**config.mk**
```make
export PLATFORM = sky130hd
export DESIGN_NAME = nca_ctrl
export DESIGN_NICKNAME = d
export VERILOG_FILES = /design/src/sv/nca_pkg.sv /design/src/sv/nca_ctrl.sv
export SDC_FILE = /design/constraint.sdc
export NUM_CORES = 1
export LEC_CHECK = 0
export BUFFER_PORTS_ARGS = -buffer_cell sky130_fd_sc_hd__buf_2
export CAP_MARGIN = 20
export CELL_PAD_IN_SITES_DETAIL_PLACEMENT = 0
export CELL_PAD_IN_SITES_GLOBAL_PLACEMENT = 1
export CORE_UTILIZATION = 39
export DETAILED_ROUTE_END_ITERATION = 12
export GPL_TIMING_DRIVEN = 1
export PLACE_DENSITY_LB_ADDON = 0.1
export SKIP_LAST_GASP = 1
export SYNTH_ARGS = -nofsm -noshare
export SYNTH_HDL_FRONTEND = slang
export SYNTH_SLANG_ARGS = --single-unit
```
**constraint.sdc**
```tcl
create_clock -name clk_i -period 4.8 [get_ports clk_i]
set_input_delay 0.48 -clock clk_i [delete_from_list [all_inputs] [get_ports clk_i]]
set_output_delay 0.48 -clock clk_i [all_outputs]
set_load 0.1 [all_outputs]
```
**src/sv/nca_pkg.sv**
```systemverilog
// Shared types and constants of the nearest-centroid search block.
`timescale 1ns / 1ps

package nca_pkg;

  // Fixed field widths
  localparam int unsigned CH_W        = 8;
  localparam int unsigned IDX_W       = 6;
  localparam int unsigned DIST_W      = 19;
  localparam int unsigned SQ_W        = 16;
  localparam int unsigned IN_CHANNELS = 8;
  localparam int unsigned INDEX_REACH = 64;

  // Largest possible distance: eight channels of 255 squared
  localparam logic [DIST_W-1:0] DIST_MAX = 19'd520200;

  // Configuration port
  localparam int unsigned CFG_IDX_W  = 1;
  localparam int unsigned CFG_DATA_W = 7;
  localparam int unsigned COUNT_W    = 7;
  localparam int unsigned CHANS_W    = 4;

  typedef enum logic [CFG_IDX_W-1:0] {
    CFG_COUNT    = 1'b0,
    CFG_CHANNELS = 1'b1
  } cfg_idx_e;

  typedef enum logic {
    OP_LOAD  = 1'b0,
    OP_QUERY = 1'b1
  } opcode_e;

  typedef logic [CH_W-1:0]   ch_t;
  typedef logic [IDX_W-1:0]  idx_t;
  typedef logic [DIST_W-1:0] dist_t;

  // Commands from the controller to the datapath
  typedef struct packed {
    logic wr_en;     // load word: write the store
    logic load_pt;   // query word: capture the point
    logic issue;     // read one centroid into the pipeline
    logic out_load;  // move the best match into the output register
  } nca_cmd_t;

  // Status from the datapath to the controller
  typedef struct packed {
    logic pipe_empty;
    logic out_free;
  } nca_sts_t;

endpackage

```
**src/sv/nca_ctrl.sv**
```systemverilog
// Controller: accepts words, sequences the centroid scan, hands off the result.
`timescale 1ns / 1ps

module nca_ctrl #(
  parameter int unsigned AddrW = 6,
  parameter int unsigned CntW  = 7
) (
  input  logic              clk_i,
  input  logic              rst_ni,
  input  logic              in_valid_i,
  input  logic              in_query_i,
  output logic              in_ready_o,
  input  logic [CntW-1:0]   limit_i,
  input  nca_pkg::nca_sts_t sts_i,
  output nca_pkg::nca_cmd_t cmd_o,
  output logic [AddrW-1:0]  addr_o
);
  import nca_pkg::*;

  typedef enum logic [3:0] {
    S_IDLE   = 4'b0001,
    S_SCAN   = 4'b0010,
    S_DRAIN  = 4'b0100,
    S_RESULT = 4'b1000
  } state_e;

  state_e          state_q, state_d;
  logic [CntW-1:0] cnt_q, cnt_d;
  logic            accept;
  logic            last;

  assign in_ready_o = (state_q == S_IDLE);
  assign accept     = in_valid_i && in_ready_o;
  assign last       = (CntW'(cnt_q + 1'b1) == limit_i);
  assign addr_o     = cnt_q[AddrW-1:0];

  // Next state and commands
  always_comb begin
    state_d         = state_q;
    cnt_d           = cnt_q;
    cmd_o           = '0;
    cmd_o.wr_en     = accept && (in_query_i == OP_LOAD);
    cmd_o.load_pt   = accept && (in_query_i == OP_QUERY);
    case (state_q)
      S_IDLE: begin
        if (accept && (in_query_i == OP_QUERY)) begin
          state_d = S_SCAN;
          cnt_d   = '0;
        end
      end
      S_SCAN: begin
        cmd_o.issue = 1'b1;
        if (last) begin
          state_d = S_DRAIN;
        end else begin
          cnt_d = CntW'(cnt_q + 1'b1);
        end
      end
      S_DRAIN: begin
        if (sts_i.pipe_empty) begin
          state_d = S_RESULT;
        end
      end
      S_RESULT: begin
        if (sts_i.out_free) begin
          cmd_o.out_load = 1'b1;
          state_d        = S_IDLE;
        end
      end
      default: begin
        state_d = S_IDLE;
      end
    endcase
  end

  always_ff @(posedge clk_i or negedge rst_ni) begin
    if (!rst_ni) begin
      state_q <= S_IDLE;
      cnt_q   <= '0;
    end else begin
      state_q <= state_d;
      cnt_q   <= cnt_d;
    end
  end

`ifndef ASSERT_OFF
  // Scan never reads past the configured count
  assert property (@(posedge clk_i) disable iff (!rst_ni)
    cmd_o.issue |-> (cnt_q < limit_i))
    else $error("scan address beyond centroid count");

  // An accepted query starts the scan at slot zero
  assert property (@(posedge clk_i) disable iff (!rst_ni)
    (accept && in_query_i == OP_QUERY) |=> (state_q == S_SCAN && cnt_q == '0))
    else $error("query did not start scan at slot zero");

  // A result is handed off only after the pipeline has drained
  assert property (@(posedge clk_i) disable iff (!rst_ni)
    cmd_o.out_load |-> $past(sts_i.pipe_empty))
    else $error("result taken before pipeline drained");
`endif

endmodule

```
==> out/results.txt, run 1 <==
fillcell total -> 215
Worst path depth -> 4
Via density -> 5.55
clock sink count -> 11
Synthesized Nets -> 116
die height -> 49.5 um
library cells used by synthesis -> 37
post-synth top area share -> 28.5%
FP Rows -> 16
Fmax -> 389 MHz
share of cells above drive strength 1 -> 24.0%
Area Overhead vs Synth -> 14.4%
gpl congestion -> 0.785
DRC Markers -> 0
PostCTS Resize Cnt -> 0
yosys warns -> 0
final instance area -> 0.00100 sq mm
FF+latch area -> 277 sq um
fin crit period -> 2.57 ns
syn avg cell area -> 8.61 sq um
Setup crit end kind -> primary output
Slew Viols, Final -> 0
Mapped Cells -> 102
crit-path max FO -> 8
Final nets -> 136
DRT iter0 DRCs -> 11
CTS tree -> built
chip width -> 49.5 um
grt ovf -> 0
Initial Util -> 43.0%
Slew headroom -> 67.8%
dpl cell area -> 978 sq um
first-pass GRT wire length -> 3160 um
CTS clk-pin slew, worst paths -> 0.07 ns
H-tree depth -> 1
Worst Path Required -> 4.32 ns
clk buf depth -> 2
Worst path slowest cell -> dfstp_2
ys flop type -> dfrtp_1
max cap viols -> 0
Max rail drop VDD -> 0.000267 V
initial antenna violation count -> 0
Power Density -> 423 mW/mm^2
Seq cells post-synth -> 11
outcome -> finished, final reports clean
port bufs -> 23
Num CTS Buffers -> 3
synth top area cells -> dfrtp_1 28%, xnor2_1 6.0%, buf_4 5.1%, o21ai_0 4.6%, nand3_1 4.0%
period utilization -> 53.5%
reg2reg path depth -> 6
worst-case clock skew -> 0.00308 ns
I/O Pins -> 24
Root Buffer -> clkbuf_4
crit path kind -> register to primary output
drt total wl -> 1920 um
core area -> 0.00204 sq mm
Worst Hold Class -> input pin to asynchronous set/reset pin
Mapped Area -> 878 sq um
Critical Path, Cell by Cell -> nor4b_2 -> nand3_1 -> clkinv_1 -> buf_2
RSZ-0062 raised after global routing -> false
family with the most delay on the worst path -> buffers and inverters
Largest stage delay, worst path -> 0.56 ns
Worst setup SP type -> register
final hold violation count -> 0
worst-skew pair later-pin latency -> 0.27 ns
1st-pass router iterations -> 4
cts hold-fix bufs -> 0
Final ANT Viol Nets -> 0
number of global-route vias before repair -> 737
TNS Setup -> 0 ns
Buf/Inv on CP -> 2
setup bufs post-CTS -> 0
asr flop ratio synth -> 100%
GR Util All Layers -> 17.3%
number of diodes -> 0
per-cell routed wire length -> 13.0 um
Least-Margin Pin Slew -> 0.486 ns
worst path arrival time -> 2.09 ns
LEAKAGE -> 0.454 nW
register area share after synthesis -> 31.5%
pin count of the biggest net entering global routing -> 12
# setup viols final -> 0
Multi-input gate area -> 519 sq um
total die area -> 0.00245 sq mm
total power -> 0.000425 W
DP HPWL -> 1450 um
area leader, netlist -> dfrtp_1
Post-synth EDFFs -> 0
vias -> 822
cells by family (layout without fill, tap and decap cells):
logic type	after synthesis	count (layout)	synth area share, %
adder cells (fa/ha/maj)	1	1	1.42
AO/OA/AOI/OAI	27	27	21.5
multiplexers	1	1	1.14
AND/OR/NAND/NOR	35	35	22.8
XOR/XNOR	10	10	11.5
flip-flops	11	11	31.5
buffers and inverters	17	36	10.1
Yosys cell counts (2+ instances only):
| library cell | count |
|---|---|
| nor3b_1 | 2 |
| nand3_1 | 7 |
| and3_1 | 3 |
| o21ai_0 | 8 |
| o31ai_1 | 4 |
| nor2_1 | 5 |
| o221ai_1 | 3 |
| nand2_1 | 4 |
| dfrtp_1 | 10 |
| nor3_1 | 2 |
| buf_4 | 6 |
| a31oi_1 | 2 |
| inv_1 | 7 |
| or3_1 | 2 |
| clkinv_1 | 2 |
| xor2_1 | 3 |
| o211ai_1 | 3 |
| buf_2 | 2 |
| a21oi_1 | 2 |
| xnor2_1 | 6 |
| and2_1 | 3 |
path summary, 6_finish.rpt:
kind,slack (ns),start,end
max,2.23,state_q[0]$_DFFE_PN1P_,cmd_o[2]
min,0.06,rst_ni,cnt_q[6]$_DFFE_PN0P_
min in group clk_i,0.56,state_q[1]$_DFFE_PN0P_,state_q[3]$_DFFE_PN0P_
max in group asynchronous,4.47,rst_ni,state_q[0]$_DFFE_PN1P_
max reg2reg,2.36,cnt_q[0]$_DFFE_PN0P_,cnt_q[2]$_DFFE_PN0P_
min reg2reg,0.56,state_q[1]$_DFFE_PN0P_,state_q[3]$_DFFE_PN0P_
registers in the layout (all words and copies together), names as in the netlist:
| signal | count |
|---|---|
| cnt_q | 7 |
| state_q | 4 |
layout make-up:
type	count	share of cell area [%]
tap	27	3.36
multi-input combinational	74	51.7
timing repair buffer	23	11.5
sequential	11	27.5
clock buffer	4	2.62
inverter	9	3.36
stage by stage:
| stage | utilization [%] | setup WS [ns] | instances | hold slack [ns] |
|---|---|---|---|---|
| 3_5_place_dp | 47.9 | 2.38 | 144 | 0.365 |
| 4_1_cts | 49.2 | 2.20 | 148 | 0.0685 |
| 2_1_floorplan | - | 0.536 | 102 | 0.184 |
| 5_1_grt | 49.2 | 2.05 | 148 | 0.0783 |
| 6_report | 49.2 | 2.23 | 148 | 0.0648 |
| 3_3_place_gp | 47.9 | 2.38 | 144 | 0.367 |
power by group:
group | internal (W) | total [W] | switching, W
clock network | 0.0000322 | 0.0000640 | 0.0000318
registers | 0.000109 | 0.000131 | 0.0000227
logic | 0.0000528 | 0.000230 | 0.000177
total | 0.000194 | 0.000425 | 0.000231
layer usage:
metal	GRT usage (%)	vias to the layer above	part of all wire, %
met1	21.4	387	45
met5	0	-	0
li1	-	403	-
met3	4.63	6	5.7
met2	29.0	26	48
met4	5.71	0	1.3
worst register-to-register path: cells and delay by family, from the launching register on:
kind	cells	cell delay, ns
and+or+nand+nor	2	0.86
AOI/OAI and AO/OA	2	0.50
DFF	1	0.48
adders and majority gates	1	0.29
xor gates and xnor gates	1	0.17
layout by cell type (no fill, tap or decap), types with 4 or more instances in the layout:
cell      n
nand2_1   4
nand3_1   7
buf_2    23
nor2_1    5
xnor2_1   6
o21ai_0   8
o31ai_1   4
inv_1     7
dfrtp_1  10
No activity file was read; power rests on OpenSTA's default activity.
==> run 2: changes to the inputs <==
--- a/config.mk
+++ b/config.mk
@@ -9,7 +9,7 @@
 export CAP_MARGIN = 20
 export CELL_PAD_IN_SITES_DETAIL_PLACEMENT = 0
 export CELL_PAD_IN_SITES_GLOBAL_PLACEMENT = 1
-export CORE_UTILIZATION = 39
+export CORE_UTILIZATION = 34
 export DETAILED_ROUTE_END_ITERATION = 12
 export GPL_TIMING_DRIVEN = 1
 export PLACE_DENSITY_LB_ADDON = 0.1
==> constraint.sdc (replaced) <==
create_clock -name clk_i -period 2.2 [get_ports clk_i]
set_input_delay 0.22 -clock clk_i [delete_from_list [all_inputs] [get_ports clk_i]]
set_output_delay 0.22 -clock clk_i [all_outputs]
set_load 0.1 [all_outputs]
==> out/results.txt, run 2 (synthesis gave the netlist of run 1 again) <==
chip width -> 52.8 um
hold slack -> 0.300 ns
final instance area -> 0.00112 sq mm
dpl cell area -> 0.00106 sq mm
total power -> 0.00100 W
I/O Pins -> 24
LEAKAGE -> 0.511 nW
Num CTS Buffers -> 3
1st-pass router iterations -> 4
crit path kind -> register to register
final hold violation count -> 0
worst-case clock skew -> 0.000550 ns
crit-path max FO -> 7
Slew Viols, Final -> 0
Worst Hold Class -> input pin to register
DRC Markers -> 0
commonest non-fill, non-tap cell in the layout -> buf_2
Setup crit end kind -> register
drt total wl -> 2160 um
DRT iter0 DRCs -> 15
dpl cells -> 154
Least-Margin Pin Slew -> 0.488 ns
Power Density -> 894 mW/mm^2
max cap viols -> 0
port bufs -> 23
HP Start -> sts_i[1]
RSZ-0062 raised after global routing -> true
vias -> 846
fin crit period -> 2.08 ns
Largest regs -> cnt_q: 7 flops, state_q: 4 flops
gpl congestion -> 0.765
period utilization -> 94.6%
clk buf depth -> 2
Max rail drop VDD -> 0.000517 V
Fmax -> 481 MHz
per-cell routed wire length -> 13.6 um
number of global-route vias before repair -> 780
reg2reg start -> cnt_q[0]$_DFFE_PN0P_
worst-skew pair later-pin latency -> 0.27 ns
pin count of the biggest net entering global routing -> 12
Largest stage delay, worst path -> 0.53 ns
Post-Route Utilization -> 45.6%
grt ovf -> 0
FP Rows -> 18
DP HPWL -> 1680 um
non-filler cells in the finished layout -> 159
Root Buffer -> clkbuf_4
GR Util All Layers -> 17.5%
most frequent cells in the layout -> 22 x buf_2, 10 x dfrtp_1, 7 x inv_1, 7 x o21ai_0, 7 x buf_4
worst path arrival time -> 2.25 ns
initial antenna violation count -> 0
Worst setup SP type -> register
critical path launch point -> cnt_q[0]$_DFFE_PN0P_
fillcell total -> 246
Biggest register -> cnt_q
Critical Path, Cell by Cell -> ha_1 -> xnor2_1 -> nand2_1 -> or4b_4 -> o21a_4 -> o31ai_1
die height -> 52.8 um
Slew headroom -> 67.7%
CTS clk-pin slew, worst paths -> 0.08 ns
outcome -> finished, final reports clean
# setup viols final -> 0
Final ANT Viol Nets -> 0
Initial Util -> 35.8%
Area Overhead vs Synth -> 27.5%
total die area -> 0.00279 sq mm
Final nets -> 144
max FFs per register -> 7
CTS tree -> built
first-pass GRT wire length -> 3450 um
clock sink count -> 11
Via density -> 5.32
Worst Path Required -> 2.37 ns
Worst path slowest cell -> or4b_4
H-tree depth -> 1
core area -> 0.00245 sq mm
share of cells above drive strength 1 -> 33.3%
number of diodes -> 0
## run 2: per-layer routing
| layer | global-route usage [%] | share of wire [%] |
|---|---|---|
| met2 | 28.1 | 48 |
| met4 | 6.58 | 0.88 |
| met3 | 3.48 | 3.0 |
| met1 | 22.9 | 48 |
| met5 | 0 | 0 |
## run 2: path summary, 6_finish.rpt
kind / end / slack, ns / cells after the start
min in group asynchronous: cnt_q[6]$_DFFE_PN0P_ / 0.35 / 2
worst max-delay path: cnt_q[0]$_DFFE_PN0P_ / 0.12 / 6
worst min register to register: state_q[3]$_DFFE_PN0P_ / 0.59 / 1
max in group asynchronous: state_q[0]$_DFFE_PN1P_ / 1.58 / 2
worst min-delay path: state_q[3]$_DFFE_PN0P_ / 0.30 / 3
worst max register to register: cnt_q[0]$_DFFE_PN0P_ / 0.12 / 6
## run 2: worst max-delay path, delay by kind of cell, from the launching register on
family                     cells  cell delay (ns)
DFF                            1             0.39
and+or+nand+nor                2             0.62
AOI/OAI and AO/OA              2             0.48
xor gates and xnor gates       1             0.16
adders and majority gates      1             0.33
## run 2: power breakdown
part           total (W)  switching [W]  internal, W
combinational   0.000582       0.000425     0.000157
clock           0.000146      0.0000760    0.0000703
sequential      0.000273      0.0000358     0.000237
## run 2: cell type report
type | count | area, sq um | share of cell area [%]
clock buffer | 4 | 26.3 | 2.35
inverter | 9 | 38.8 | 3.46
multi-input combinational | 74 | 561 | 50.1
sequential | 11 | 277 | 24.7
tap | 30 | 37.5 | 3.35
timing repair buffer | 31 | 180 | 16.1
## run 2: stage by stage
step | TNS (ns) | setup slack [ns]
after detailed placement | 0 | 0.0371
after global placement | 0 | 0.0739
after floorplan | -3.20 | -0.452
after CTS | 0 | 0.0267
final | 0 | 0.119
after global routing | -0.00311 | -0.00311
## run 2: repair_timing
action                     4_1_cts  5_1_grt
setup buffers                    0        0
hold endpoints to repair        10        0
setup endpoints to repair        0        8
hold buffers                     1        0
resized for setup                0        6
